$ cat src/design/primitive_assembler_defines.svh
// Assertion macros shared by the primitive assembler modules.
// Needs signals clk and rst_n in the module that uses them.
`ifndef PRIMITIVE_ASSEMBLER_DEFINES_SVH
`define PRIMITIVE_ASSEMBLER_DEFINES_SVH

// Checked on every rising edge outside reset.
`define PA_ASSERT(lbl, prop, msg) \
  lbl: assert property (@(posedge clk) disable iff (!rst_n) prop) else $error(msg);

// Checked on every rising edge, reset included.
`define PA_ASSERT_ALWAYS(lbl, prop, msg) \
  lbl: assert property (@(posedge clk) prop) else $error(msg);

`endif

$ cat src/design/pa_pkg.sv
// Package for the primitive assembler: widths, mode codes, face sizes and the
// control record that travels through the face queue. No dependencies.
`timescale 1ns / 1ps

package pa_pkg;

  localparam int INDEX_BITS_DEF  = 32;  // default stored index width
  localparam int VTX_W           = 32;  // index width on the ports
  localparam int QUEUE_DEPTH_DEF = 4;

  typedef logic [2:0] mode_t;

  localparam mode_t MODE_POINTS    = 3'd0;
  localparam mode_t MODE_LINES     = 3'd1;
  localparam mode_t MODE_LINE_LOOP = 3'd2;
  localparam mode_t MODE_LINE_STRIP = 3'd3;
  localparam mode_t MODE_TRIS      = 3'd4;
  localparam mode_t MODE_TRI_STRIP = 3'd5;
  localparam mode_t MODE_TRI_FAN   = 3'd6;
  localparam mode_t MODE_RESET     = MODE_TRIS;

  typedef logic [1:0] fsize_t;

  localparam fsize_t SIZE_POINT = 2'd1;
  localparam fsize_t SIZE_LINE  = 2'd2;
  localparam fsize_t SIZE_TRI   = 2'd3;

  // One queue entry: a face, or a line loop's final segment plus its closing one.
  typedef struct packed {
    fsize_t size;
    logic   dual;       // two beats: (a,b) then (b,c)
    logic   last_prim;  // the item carried is_last
  } pa_ctl_t;

endpackage

$ cat src/design/pa_ifs.sv
// Channel interfaces of the primitive assembler: index input, face output and
// mode register write. Depends on pa_pkg.
`timescale 1ns / 1ps

interface pa_vtx_if;
  logic                     valid;
  logic                     ready;
  logic [pa_pkg::VTX_W-1:0] vertex_index;
  logic                     is_last;

  modport source (output valid, output vertex_index, output is_last, input ready);
  modport sink   (input valid, input vertex_index, input is_last, output ready);
endinterface

interface pa_face_if;
  logic                     valid;
  logic                     ready;
  pa_pkg::fsize_t           face_size;
  logic [pa_pkg::VTX_W-1:0] vert_a;
  logic [pa_pkg::VTX_W-1:0] vert_b;
  logic [pa_pkg::VTX_W-1:0] vert_c;
  logic                     last_of_item;
  logic                     last_of_primitive;

  modport source (output valid, output face_size, output vert_a, output vert_b,
                  output vert_c, output last_of_item, output last_of_primitive,
                  input ready);
  modport sink   (input valid, input face_size, input vert_a, input vert_b,
                  input vert_c, input last_of_item, input last_of_primitive,
                  output ready);
endinterface

interface pa_cfg_if;
  logic          valid;
  logic          ready;
  pa_pkg::mode_t prim_mode;

  modport source (output valid, output prim_mode, input ready);
  modport sink   (input valid, input prim_mode, output ready);
endinterface

$ cat src/design/pa_front.sv
// Front end of the primitive assembler: holds the mode register and assembly
// state, and turns each accepted index into at most one queue entry. Uses pa_pkg.
`timescale 1ns / 1ps
`include "primitive_assembler_defines.svh"

module pa_front #(
  parameter int IDX_W = pa_pkg::INDEX_BITS_DEF
) (
  input  logic                     clk,
  input  logic                     rst_n,
  input  logic                     in_valid,
  output logic                     in_ready,
  input  logic [pa_pkg::VTX_W-1:0] in_index,
  input  logic                     in_last,
  input  logic                     cfg_valid,
  input  pa_pkg::mode_t            cfg_mode,
  input  logic                     q_full,
  output logic                     q_push,
  output pa_pkg::pa_ctl_t          q_ctl,
  output logic [IDX_W-1:0]         q_a,
  output logic [IDX_W-1:0]         q_b,
  output logic [IDX_W-1:0]         q_c
);
  import pa_pkg::*;

  mode_t            mode_r, mode_nxt;
  logic [IDX_W-1:0] first_r, first_nxt;
  logic [IDX_W-1:0] prev_r, prev_nxt;
  logic [IDX_W-1:0] pprev_r, pprev_nxt;
  logic [1:0]       seen_r, seen_nxt;
  logic [1:0]       phase_r, phase_nxt;
  logic             odd_r, odd_nxt;
  logic             acc;
  logic [IDX_W-1:0] v;

  assign in_ready = !q_full;
  assign acc      = in_valid && in_ready;
  assign v        = in_index[IDX_W-1:0];

  always_comb begin
    mode_nxt  = mode_r;
    first_nxt = first_r;
    prev_nxt  = prev_r;
    pprev_nxt = pprev_r;
    seen_nxt  = seen_r;
    phase_nxt = phase_r;
    odd_nxt   = odd_r;
    q_push    = 1'b0;
    q_ctl     = '0;
    q_a       = '0;
    q_b       = '0;
    q_c       = '0;
    q_ctl.last_prim = in_last;

    if (acc) begin
      case (mode_r)
        MODE_POINTS: begin
          q_push     = 1'b1;
          q_ctl.size = SIZE_POINT;
          q_a        = v;
        end
        MODE_LINES: begin
          if (phase_r == 2'd0) begin
            prev_nxt  = v;
            phase_nxt = 2'd1;
          end else begin
            q_push     = 1'b1;
            q_ctl.size = SIZE_LINE;
            q_a        = prev_r;
            q_b        = v;
            phase_nxt  = 2'd0;
          end
        end
        MODE_LINE_LOOP, MODE_LINE_STRIP: begin
          if (seen_r == 2'd0) begin
            first_nxt = v;
          end else begin
            q_push     = 1'b1;
            q_ctl.size = SIZE_LINE;
            q_a        = prev_r;
            q_b        = v;
            // loop close travels in c and goes out as a second beat
            if (mode_r == MODE_LINE_LOOP && in_last) begin
              q_ctl.dual = 1'b1;
              q_c        = first_r;
            end
          end
          prev_nxt = v;
        end
        MODE_TRIS: begin
          if (phase_r == 2'd0) begin
            pprev_nxt = v;
            phase_nxt = 2'd1;
          end else if (phase_r == 2'd1) begin
            prev_nxt  = v;
            phase_nxt = 2'd2;
          end else begin
            q_push     = 1'b1;
            q_ctl.size = SIZE_TRI;
            q_a        = pprev_r;
            q_b        = prev_r;
            q_c        = v;
            phase_nxt  = 2'd0;
          end
        end
        MODE_TRI_STRIP: begin
          if (seen_r >= 2'd2) begin
            q_push     = 1'b1;
            q_ctl.size = SIZE_TRI;
            q_a        = odd_r ? prev_r : pprev_r;
            q_b        = odd_r ? pprev_r : prev_r;
            q_c        = v;
            odd_nxt    = !odd_r;
          end
          pprev_nxt = prev_r;
          prev_nxt  = v;
        end
        MODE_TRI_FAN: begin
          if (seen_r == 2'd0) begin
            first_nxt = v;
          end else if (seen_r >= 2'd2) begin
            q_push     = 1'b1;
            q_ctl.size = SIZE_TRI;
            q_a        = first_r;
            q_b        = prev_r;
            q_c        = v;
          end
          prev_nxt = v;
        end
        default: begin
        end
      endcase

      if (seen_r != 2'd3) seen_nxt = seen_r + 2'd1;
      if (in_last) begin
        first_nxt = '0;
        prev_nxt  = '0;
        pprev_nxt = '0;
        seen_nxt  = '0;
        phase_nxt = '0;
        odd_nxt   = 1'b0;
      end
    end

    if (cfg_valid) begin
      mode_nxt  = cfg_mode;
      first_nxt = '0;
      prev_nxt  = '0;
      pprev_nxt = '0;
      seen_nxt  = '0;
      phase_nxt = '0;
      odd_nxt   = 1'b0;
    end
  end

  always_ff @(posedge clk) begin
    if (!rst_n) begin
      mode_r  <= MODE_RESET;
      first_r <= '0;
      prev_r  <= '0;
      pprev_r <= '0;
      seen_r  <= '0;
      phase_r <= '0;
      odd_r   <= 1'b0;
    end else begin
      mode_r  <= mode_nxt;
      first_r <= first_nxt;
      prev_r  <= prev_nxt;
      pprev_r <= pprev_nxt;
      seen_r  <= seen_nxt;
      phase_r <= phase_nxt;
      odd_r   <= odd_nxt;
    end
  end

  `PA_ASSERT(a_clear_after_last, (acc && in_last) |=> (seen_r == 2'd0 && phase_r == 2'd0), "assembly state not cleared after last index")
  `PA_ASSERT(a_dual_loop_only, (q_push && q_ctl.dual) |-> (mode_r == MODE_LINE_LOOP && in_last), "closing segment outside a line loop end")

endmodule

$ cat src/design/pa_queue.sv
// Short face queue between the front and back ends of the primitive
// assembler. Register file with one write and one read pointer. Uses pa_pkg.
`timescale 1ns / 1ps
`include "primitive_assembler_defines.svh"

module pa_queue #(
  parameter int IDX_W = pa_pkg::INDEX_BITS_DEF,
  parameter int DEPTH = pa_pkg::QUEUE_DEPTH_DEF
) (
  input  logic             clk,
  input  logic             rst_n,
  input  logic             push,
  input  pa_pkg::pa_ctl_t  push_ctl,
  input  logic [IDX_W-1:0] push_a,
  input  logic [IDX_W-1:0] push_b,
  input  logic [IDX_W-1:0] push_c,
  output logic             full,
  input  logic             pop,
  output logic             head_valid,
  output pa_pkg::pa_ctl_t  head_ctl,
  output logic [IDX_W-1:0] head_a,
  output logic [IDX_W-1:0] head_b,
  output logic [IDX_W-1:0] head_c
);
  import pa_pkg::*;

  localparam int PTR_W = (DEPTH > 1) ? $clog2(DEPTH) : 1;
  localparam int CNT_W = $clog2(DEPTH + 1);

  pa_ctl_t          ctl_mem [DEPTH];
  logic [IDX_W-1:0] a_mem   [DEPTH];
  logic [IDX_W-1:0] b_mem   [DEPTH];
  logic [IDX_W-1:0] c_mem   [DEPTH];
  logic [PTR_W-1:0] wr_ptr_r, wr_ptr_nxt;
  logic [PTR_W-1:0] rd_ptr_r, rd_ptr_nxt;
  logic [CNT_W-1:0] count_r, count_nxt;

  assign full       = (count_r == CNT_W'(DEPTH));
  assign head_valid = (count_r != '0);
  assign head_ctl   = ctl_mem[rd_ptr_r];
  assign head_a     = a_mem[rd_ptr_r];
  assign head_b     = b_mem[rd_ptr_r];
  assign head_c     = c_mem[rd_ptr_r];

  always_comb begin
    wr_ptr_nxt = wr_ptr_r;
    rd_ptr_nxt = rd_ptr_r;
    count_nxt  = count_r;
    if (push) wr_ptr_nxt = (wr_ptr_r == PTR_W'(DEPTH - 1)) ? '0 : wr_ptr_r + PTR_W'(1);
    if (pop)  rd_ptr_nxt = (rd_ptr_r == PTR_W'(DEPTH - 1)) ? '0 : rd_ptr_r + PTR_W'(1);
    if (push && !pop)      count_nxt = count_r + CNT_W'(1);
    else if (pop && !push) count_nxt = count_r - CNT_W'(1);
  end

  always_ff @(posedge clk) begin
    if (!rst_n) begin
      wr_ptr_r <= '0;
      rd_ptr_r <= '0;
      count_r  <= '0;
    end else begin
      wr_ptr_r <= wr_ptr_nxt;
      rd_ptr_r <= rd_ptr_nxt;
      count_r  <= count_nxt;
    end
  end

  always_ff @(posedge clk) begin
    if (push) begin
      ctl_mem[wr_ptr_r] <= push_ctl;
      a_mem[wr_ptr_r]   <= push_a;
      b_mem[wr_ptr_r]   <= push_b;
      c_mem[wr_ptr_r]   <= push_c;
    end
  end

  `PA_ASSERT(a_no_overflow, !(push && full), "push into a full face queue")
  `PA_ASSERT(a_no_underflow, pop |-> head_valid, "pop from an empty face queue")

endmodule

$ cat src/design/pa_back.sv
// Back end of the primitive assembler: drains the face queue into a registered
// output stage, splitting a line loop's closing entry into two beats. Uses pa_pkg.
`timescale 1ns / 1ps
`include "primitive_assembler_defines.svh"

module pa_back #(
  parameter int IDX_W = pa_pkg::INDEX_BITS_DEF
) (
  input  logic                     clk,
  input  logic                     rst_n,
  input  logic                     head_valid,
  input  pa_pkg::pa_ctl_t          head_ctl,
  input  logic [IDX_W-1:0]         head_a,
  input  logic [IDX_W-1:0]         head_b,
  input  logic [IDX_W-1:0]         head_c,
  output logic                     pop,
  output logic                     out_valid,
  input  logic                     out_ready,
  output pa_pkg::fsize_t           out_size,
  output logic [pa_pkg::VTX_W-1:0] out_a,
  output logic [pa_pkg::VTX_W-1:0] out_b,
  output logic [pa_pkg::VTX_W-1:0] out_c,
  output logic                     out_last_item,
  output logic                     out_last_prim
);
  import pa_pkg::*;

  logic             valid_r, valid_nxt;
  logic             phase_r, phase_nxt;  // first beat of a dual entry has gone
  fsize_t           size_r, size_nxt;
  logic [IDX_W-1:0] a_r, a_nxt;
  logic [IDX_W-1:0] b_r, b_nxt;
  logic [IDX_W-1:0] c_r, c_nxt;
  logic             lit_r, lit_nxt;
  logic             lprim_r, lprim_nxt;
  logic             load;

  assign load = head_valid && (!valid_r || out_ready);
  assign pop  = load && (!head_ctl.dual || phase_r);

  always_comb begin
    valid_nxt = valid_r && !out_ready;
    phase_nxt = phase_r;
    size_nxt  = size_r;
    a_nxt     = a_r;
    b_nxt     = b_r;
    c_nxt     = c_r;
    lit_nxt   = lit_r;
    lprim_nxt = lprim_r;
    if (load) begin
      valid_nxt = 1'b1;
      if (head_ctl.dual && !phase_r) begin
        phase_nxt = 1'b1;
        size_nxt  = SIZE_LINE;
        a_nxt     = head_a;
        b_nxt     = head_b;
        c_nxt     = '0;
        lit_nxt   = 1'b0;
        lprim_nxt = 1'b0;
      end else if (head_ctl.dual) begin
        phase_nxt = 1'b0;
        size_nxt  = SIZE_LINE;
        a_nxt     = head_b;
        b_nxt     = head_c;
        c_nxt     = '0;
        lit_nxt   = 1'b1;
        lprim_nxt = head_ctl.last_prim;
      end else begin
        phase_nxt = 1'b0;
        size_nxt  = head_ctl.size;
        a_nxt     = head_a;
        b_nxt     = head_b;
        c_nxt     = head_c;
        lit_nxt   = 1'b1;
        lprim_nxt = head_ctl.last_prim;
      end
    end
  end

  always_ff @(posedge clk) begin
    if (!rst_n) begin
      valid_r <= 1'b0;
      phase_r <= 1'b0;
    end else begin
      valid_r <= valid_nxt;
      phase_r <= phase_nxt;
    end
  end

  always_ff @(posedge clk) begin
    size_r  <= size_nxt;
    a_r     <= a_nxt;
    b_r     <= b_nxt;
    c_r     <= c_nxt;
    lit_r   <= lit_nxt;
    lprim_r <= lprim_nxt;
  end

  assign out_valid     = valid_r;
  assign out_size      = size_r;
  assign out_a         = VTX_W'(a_r);
  assign out_b         = VTX_W'(b_r);
  assign out_c         = VTX_W'(c_r);
  assign out_last_item = lit_r;
  assign out_last_prim = lprim_r;

  `PA_ASSERT(a_phase_on_dual, phase_r |-> (head_valid && head_ctl.dual), "second beat pending without a dual entry at the head")

endmodule

$ cat src/design/primitive_assembler.sv
// Primitive assembler top level: index channel in, face channel out, mode
// register write channel. Instantiates pa_front, pa_queue and pa_back; uses pa_pkg.
//
// Usage:
//   in_vtx   : one vertex index per beat, is_last on the primitive's final index.
//   out_face : one face per beat (point, line or triangle); last_of_item marks
//              the final face of an input beat, last_of_primitive that of a
//              beat that carried is_last.
//   cfg_wr   : writes prim_mode; always ready. Write only while the block is
//              idle; a write drops any primitive in progress.
// Throughput: one index per cycle while the queue has room. A face passes
//   through the queue register file and then the output register. A line loop's
//   last index gives two faces, which leave one after the other from the same
//   queue entry; the queue absorbs that extra beat.
// Reset: synchronous, active low; mode returns to triangles, state cleared,
//   queue and output emptied.
// Stalls: while out_face.ready is low the output register holds and the queue
//   (four entries by default) fills; in_vtx.ready drops only when it is full.
`timescale 1ns / 1ps

module primitive_assembler #(
  parameter int INDEX_BITS  = pa_pkg::INDEX_BITS_DEF,
  parameter int QUEUE_DEPTH = pa_pkg::QUEUE_DEPTH_DEF
) (
  input  logic        clk,
  input  logic        rst_n,
  pa_vtx_if.sink      in_vtx,
  pa_face_if.source   out_face,
  pa_cfg_if.sink      cfg_wr
);
  import pa_pkg::*;

  logic                  q_push;
  pa_ctl_t               q_push_ctl;
  logic [INDEX_BITS-1:0] q_push_a, q_push_b, q_push_c;
  logic                  q_full;
  logic                  q_pop;
  logic                  q_head_valid;
  pa_ctl_t               q_head_ctl;
  logic [INDEX_BITS-1:0] q_head_a, q_head_b, q_head_c;

  assign cfg_wr.ready = 1'b1;

  pa_front #(.IDX_W(INDEX_BITS)) u_front (
    .clk       (clk),
    .rst_n     (rst_n),
    .in_valid  (in_vtx.valid),
    .in_ready  (in_vtx.ready),
    .in_index  (in_vtx.vertex_index),
    .in_last   (in_vtx.is_last),
    .cfg_valid (cfg_wr.valid),
    .cfg_mode  (cfg_wr.prim_mode),
    .q_full    (q_full),
    .q_push    (q_push),
    .q_ctl     (q_push_ctl),
    .q_a       (q_push_a),
    .q_b       (q_push_b),
    .q_c       (q_push_c)
  );

  pa_queue #(.IDX_W(INDEX_BITS), .DEPTH(QUEUE_DEPTH)) u_queue (
    .clk        (clk),
    .rst_n      (rst_n),
    .push       (q_push),
    .push_ctl   (q_push_ctl),
    .push_a     (q_push_a),
    .push_b     (q_push_b),
    .push_c     (q_push_c),
    .full       (q_full),
    .pop        (q_pop),
    .head_valid (q_head_valid),
    .head_ctl   (q_head_ctl),
    .head_a     (q_head_a),
    .head_b     (q_head_b),
    .head_c     (q_head_c)
  );

  pa_back #(.IDX_W(INDEX_BITS)) u_back (
    .clk           (clk),
    .rst_n         (rst_n),
    .head_valid    (q_head_valid),
    .head_ctl      (q_head_ctl),
    .head_a        (q_head_a),
    .head_b        (q_head_b),
    .head_c        (q_head_c),
    .pop           (q_pop),
    .out_valid     (out_face.valid),
    .out_ready     (out_face.ready),
    .out_size      (out_face.face_size),
    .out_a         (out_face.vert_a),
    .out_b         (out_face.vert_b),
    .out_c         (out_face.vert_c),
    .out_last_item (out_face.last_of_item),
    .out_last_prim (out_face.last_of_primitive)
  );

endmodule

$ cat src/flat_wrapper.sv
// flat-port wrapper written by rule: the top's interface ports become plain ports
module primitive_assembler_flat import pa_pkg::*;
#(
  parameter int INDEX_BITS  = pa_pkg::INDEX_BITS_DEF,
  parameter int QUEUE_DEPTH = pa_pkg::QUEUE_DEPTH_DEF
)
  (clk, rst_n, in_vtx_valid, in_vtx_vertex_index, in_vtx_is_last, in_vtx_ready, out_face_valid, out_face_face_size, out_face_vert_a, out_face_vert_b, out_face_vert_c, out_face_last_of_item, out_face_last_of_primitive, out_face_ready, cfg_wr_valid, cfg_wr_prim_mode, cfg_wr_ready);
  pa_vtx_if in_vtx_i ();
  pa_face_if out_face_i ();
  pa_cfg_if cfg_wr_i ();
  input  logic clk;
  input  logic rst_n;
  input wire logic [$bits(in_vtx_i.valid)-1:0] in_vtx_valid;
  input wire logic [$bits(in_vtx_i.vertex_index)-1:0] in_vtx_vertex_index;
  input wire logic [$bits(in_vtx_i.is_last)-1:0] in_vtx_is_last;
  output wire logic [$bits(in_vtx_i.ready)-1:0] in_vtx_ready;
  output wire logic [$bits(out_face_i.valid)-1:0] out_face_valid;
  output wire logic [$bits(out_face_i.face_size)-1:0] out_face_face_size;
  output wire logic [$bits(out_face_i.vert_a)-1:0] out_face_vert_a;
  output wire logic [$bits(out_face_i.vert_b)-1:0] out_face_vert_b;
  output wire logic [$bits(out_face_i.vert_c)-1:0] out_face_vert_c;
  output wire logic [$bits(out_face_i.last_of_item)-1:0] out_face_last_of_item;
  output wire logic [$bits(out_face_i.last_of_primitive)-1:0] out_face_last_of_primitive;
  input wire logic [$bits(out_face_i.ready)-1:0] out_face_ready;
  input wire logic [$bits(cfg_wr_i.valid)-1:0] cfg_wr_valid;
  input wire logic [$bits(cfg_wr_i.prim_mode)-1:0] cfg_wr_prim_mode;
  output wire logic [$bits(cfg_wr_i.ready)-1:0] cfg_wr_ready;
  assign in_vtx_i.valid = in_vtx_valid;
  assign in_vtx_i.vertex_index = in_vtx_vertex_index;
  assign in_vtx_i.is_last = in_vtx_is_last;
  assign in_vtx_ready = in_vtx_i.ready;
  assign out_face_valid = out_face_i.valid;
  assign out_face_face_size = out_face_i.face_size;
  assign out_face_vert_a = out_face_i.vert_a;
  assign out_face_vert_b = out_face_i.vert_b;
  assign out_face_vert_c = out_face_i.vert_c;
  assign out_face_last_of_item = out_face_i.last_of_item;
  assign out_face_last_of_primitive = out_face_i.last_of_primitive;
  assign out_face_i.ready = out_face_ready;
  assign cfg_wr_i.valid = cfg_wr_valid;
  assign cfg_wr_i.prim_mode = cfg_wr_prim_mode;
  assign cfg_wr_ready = cfg_wr_i.ready;
  primitive_assembler #(.INDEX_BITS(INDEX_BITS), .QUEUE_DEPTH(QUEUE_DEPTH)) u_core (.clk(clk), .rst_n(rst_n), .in_vtx(in_vtx_i), .out_face(out_face_i), .cfg_wr(cfg_wr_i));
endmodule
$ cat config.mk
export PLATFORM = sky130hd
export DESIGN_NAME = primitive_assembler_flat
export DESIGN_NICKNAME = d
export VERILOG_FILES = /design/src/design/pa_pkg.sv /design/src/design/pa_ifs.sv /design/src/design/pa_front.sv /design/src/design/pa_queue.sv /design/src/design/pa_back.sv /design/src/design/primitive_assembler.sv /design/src/flat_wrapper.sv
export VERILOG_INCLUDE_DIRS = /design/src /design/src/design
export SDC_FILE = /design/constraint.sdc
export NUM_CORES = 1
export LEC_CHECK = 0
export BUFFER_PORTS_ARGS = -buffer_cell sky130_fd_sc_hd__buf_2
export CORE_MARGIN = 2
export CORE_UTILIZATION = 25
export CTS_CLUSTER_SIZE = 12
export DETAILED_ROUTE_END_ITERATION = 6
export HOLD_SLACK_MARGIN = 0.08
export SLEW_MARGIN = 20
export SYNTH_ARGS = -nofsm -noshare
export SYNTH_HDL_FRONTEND = slang
export SYNTH_HIERARCHICAL = 1
export SYNTH_SLANG_ARGS = --single-unit
$ cat constraint.sdc
create_clock -name clk -period 5.8 [get_ports clk]
set_clock_uncertainty 0.1 [all_clocks]
set_input_delay 0.87 -clock clk [delete_from_list [all_inputs] [get_ports clk]]
set_output_delay 0.87 -clock clk [all_outputs]
set_load 0.005 [all_outputs]
==> results.py <==
metrics = {
    "pwr": {
        "peakVddDrop_v": 0.0002578,
        "power_per_cell_area_mw_per_mm2": 409.2,
        "internal_power_w": 0.008739,
        "pwr-share-clk_pct": 32.7,
        "p_sw_w": 0.003358,
        "switching_share_pct": 27.76,
        "seqPwrFrac_pct": 47.1,
        "power_w": 0.01210,
        "total_leakage_power_nw": 10.09,
        "pwr-share-comb_pct": 20.2,
    },
    "finish": {
        "multi_input_area_mm2": 0.007513,
        "drive_above_1_share_pct": 29.30,
        "antennaDiodeCount": 0,
        "layout.nets": 1655,
        "fillCellCount": 10040,
        "fin_util_pct": 29.10,
        "syn_to_final_growth_pct": 15.73,
        "seqCellArea_mm2": 0.01732,
    },
    "clock_tree": {
        "cts_resized": 0,
        "clk_pin_slew_ns": 0.06,
        "cts.path.max_buffers": 3,
        "post_cts_buffers": 0,
        "cts_max_level": 3,
        "clock_latency_ns": 0.62,
        "cts.sinks": 615,
        "postCtsHoldBufs": 0,
        "cts_root_buf": "clkbuf_16",
        "cts_tree": "built",
        "cts_buffers": 67,
    },
    "synth": {
        "synth.cell_area_mm2": 0.02554,
        "synth_fa_ha_area_share_pct": 0.5192,
        "syn-num-nets": 1537,
        "async_flop_share_pct": 0,
        "synth.most_common_cell": "edfxtp_1",
        "synth_compound_area_share_pct": 10.77,
        "synth_top_area_share_pct": 58.78,
        "synthTopCellsByCount": "edfxtp_1 (500), dfxtp_1 (115), mux4_2 (100)",
        "synthTopCellsByArea": "edfxtp_1 (59%), dfxtp_1 (9.0%), mux4_2 (8.8%)",
        "yosys.area_share.simple_pct": 4.271,
        "ys_seq_area_share_pct": 67.79,
        "ys_types": 65,
        "synth_ff_type": "edfxtp_1",
        "ys_warn_count": 6,
        "synth-seq-cells": 615,
        "muxShareOfSynthArea_pct": 13.28,
        "yosysTopAreaCell": "edfxtp_1",
        "synth_edf_count": 500,
        "synthXorXnorAreaFrac_pct": 0.1029,
        "syn_inst": 1486,
        "synth_top_family_by_area": "multiplexers",
        "avgSynthCellArea_um2": 17.19,
    },
    "setup_path": {
        "r2r-start": "u_core/u_front/mode_r[2]",
        "rrSetupSlack_ns": 1.47,
        "worstSetupEndpointType": "flop",
        "worstPathMaxFanout": 56,
        "r2r_cells": 7,
        "critPathLaunchType": "flop",
        "crit_type": "flop to flop",
        "worst_ep_arrival_time_ns": 4.50,
        "r2r-end": "u_core/u_queue/c_mem[0][0]",
        "cp-endpoint": "u_core/u_queue/c_mem[0][0]",
        "setup.worst_path.start": "u_core/u_front/mode_r[2]",
        "required_ns": 5.97,
    },
    "sta": {
        "finalCriticalPeriod_ns": 4.334,
        "relSlewSlack_pct": 27.33,
        "fmax_ghz": 0.2307,
        "hold_viol_final": 0,
        "hold_ws_ns": 0.3826,
        "setup_viol": 0,
        "worst_pin_slew_ns": 1.082,
        "finalCritPeriodShare_pct": 74.73,
        "setup_ws_ns": 1.466,
        "drv_slew": 0,
        "setup-tns-final_ns": 0,
        "rsz0062_at_grt": "false",
    },
    "placed_design": {
        "dp_slack_ns": 1.479,
        "place_congestion": 0.7438,
        "io_buffers": 142,
        "hpwl_um": 40220,
    },
    "floorplan": {
        "dieArea_mm2": 0.1047,
        "num_rows": 117,
        "io_pins": 144,
        "start_util_pct": 25.14,
        "coreArea_mm2": 0.1016,
        "die_y_um": 323.7,
        "die-width_um": 323.7,
    },
    "routing": {
        "drc_errors": 0,
        "drt.antenna.violating_nets": 0,
        "wl_per_cell_um": 21.63,
        "viasPerCell": 4.747,
        "routed_wl_um": 65310,
        "firstDrtPassIters": 5,
        "drt_iter0_markers": 1152,
        "vias": 14340,
    },
    "min_path": {
        "hold_path_class": "flop to flop",
        "holdPathStages": 1,
    },
    "global_route": {
        "grt_pass1_wl_um": 95940,
        "grtUsageTotal_pct": 12.26,
        "overflow": 0,
        "grt_max_degree": 66,
        "first_global_vias": 14540,
        "antenna_found_initial": 19,
    },
    "run_status": {
        "status": "finished, final reports clean",
    },
    "run": {
        "max-cap-violations": 0,
    },
}
[critical path, cell delays in order (launching register included)]
cell	delay (ns)
dfxtp_1	0.74
o211a_2	0.30
buf_4	0.38
nand2_1	0.18
and3b_1	0.28
a31oi_1	0.61
and2_4	0.92
buf_4	0.43
[worst min-delay path by stage]
stage / start / to / slack [ns]
2_1_floorplan: u_core/u_front/pprev_r[0] / u_core/u_front/pprev_r[0] / 0.35
3_3_place_gp: u_core/u_front/pprev_r[0] / u_core/u_front/pprev_r[0] / 0.36
3_5_place_dp: u_core/u_front/pprev_r[13] / u_core/u_front/pprev_r[13] / 0.37
4_1_cts: u_core/u_front/pprev_r[13] / u_core/u_front/pprev_r[13] / 0.38
5_1_grt: u_core/u_front/pprev_r[13] / u_core/u_front/pprev_r[13] / 0.39
6_report: u_core/u_front/pprev_r[29] / u_core/u_front/pprev_r[29] / 0.38
[power groups by stage]
stage	Sequential, W	Combinational, W	Clock (W)
floorplan	0.00579	0.00163	0
global placement	0.00581	0.00250	0
detailed placement	0.00580	0.00253	0
CTS	0.00572	0.00254	0.00408
global route	0.00576	0.00268	0.00424
finish	0.00570	0.00244	0.00396
[per-stage QoR]
step                      std cells  area (um^2)
after floorplan                1486        25540
after global placement         2903        27540
after detailed placement       2903        27550
after CTS                      3020        29560
after global routing           3020        29560
final                          3020        29560
[layout by cell type (no fill, tap or decap), types with 3 or more instances in the layout]
master,netlist,layout
mux2i_1,42,42
edfxtp_1,500,500
and2_4,0,5
o2bb2ai_2,30,30
nor2b_1,43,43
clkbuf_1,54,23
a32oi_1,64,64
mux4_2,100,100
nor2_1,42,41
buf_2,33,142
nand2_1,45,44
inv_1,13,12
nand3b_1,3,3
o2bb2ai_1,34,34
clkbuf_8,0,3
nand2b_1,6,4
a22o_1,64,63
a311o_1,32,32
inv_6,0,6
and3_1,33,32
clkbuf_16,0,68
a21oi_1,35,35
mux2_2,64,64
buf_12,10,3
or3_1,4,4
clkinv_2,0,7
o21ai_0,36,36
buf_4,6,22
ha_1,9,9
dfxtp_1,115,113
clkinv_1,0,6
[state kept, by name, indices dropped and copies added, names as in the netlist, 3 cells and up, named ones only]
signal and cells:
u_core/u_queue/ctl_mem 16, u_core/u_back/out_c 32, u_core/u_queue/b_mem 128, u_core/u_front/prev_r 32
u_core/u_queue/a_mem 128, u_core/u_back/out_a 32, u_core/u_front/mode_r 3, u_core/u_back/out_b 32
u_core/u_front/first_r 32, u_core/u_queue/count_r 3, u_core/u_queue/c_mem 128, u_core/u_front/pprev_r 32
[per-layer routing]
layer | track usage (%) | vias to the layer above | routed length (um) | share of wire (%)
met5 | 0 | - | 149 | 0.23
met4 | 3.508 | 24 | 1340 | 2.1
met3 | 3.528 | 121 | 4855 | 7.4
met2 | 20.02 | 523 | 31420 | 48
met1 | 15.81 | 7378 | 27540 | 42
li1 | - | 6289 | - | -
[cells by family (layout without fill, tap and decap cells)]
kind of cell	Yosys count	after routing
muxes	206	206
xor gates and xnor gates	3	3
and+or+nand+nor	201	201
other	1	1
DFF	615	615
AOI/OAI and AO/OA	317	317
adders and majority gates	10	10
buffers and inverters	133	299
[layout make-up]
| cell class | instances | share of cell area (%) |
|---|---|---|
| tap | 1368 | 5.790 |
| timing repair buffer | 168 | 3.204 |
| clock inverter | 23 | 0.6137 |
| sequential | 615 | 58.60 |
| multi-input combinational | 738 | 25.42 |
| clock buffer | 94 | 6.188 |
| inverter | 14 | 0.1862 |
No activity file was read; power rests on OpenSTA's default activity.
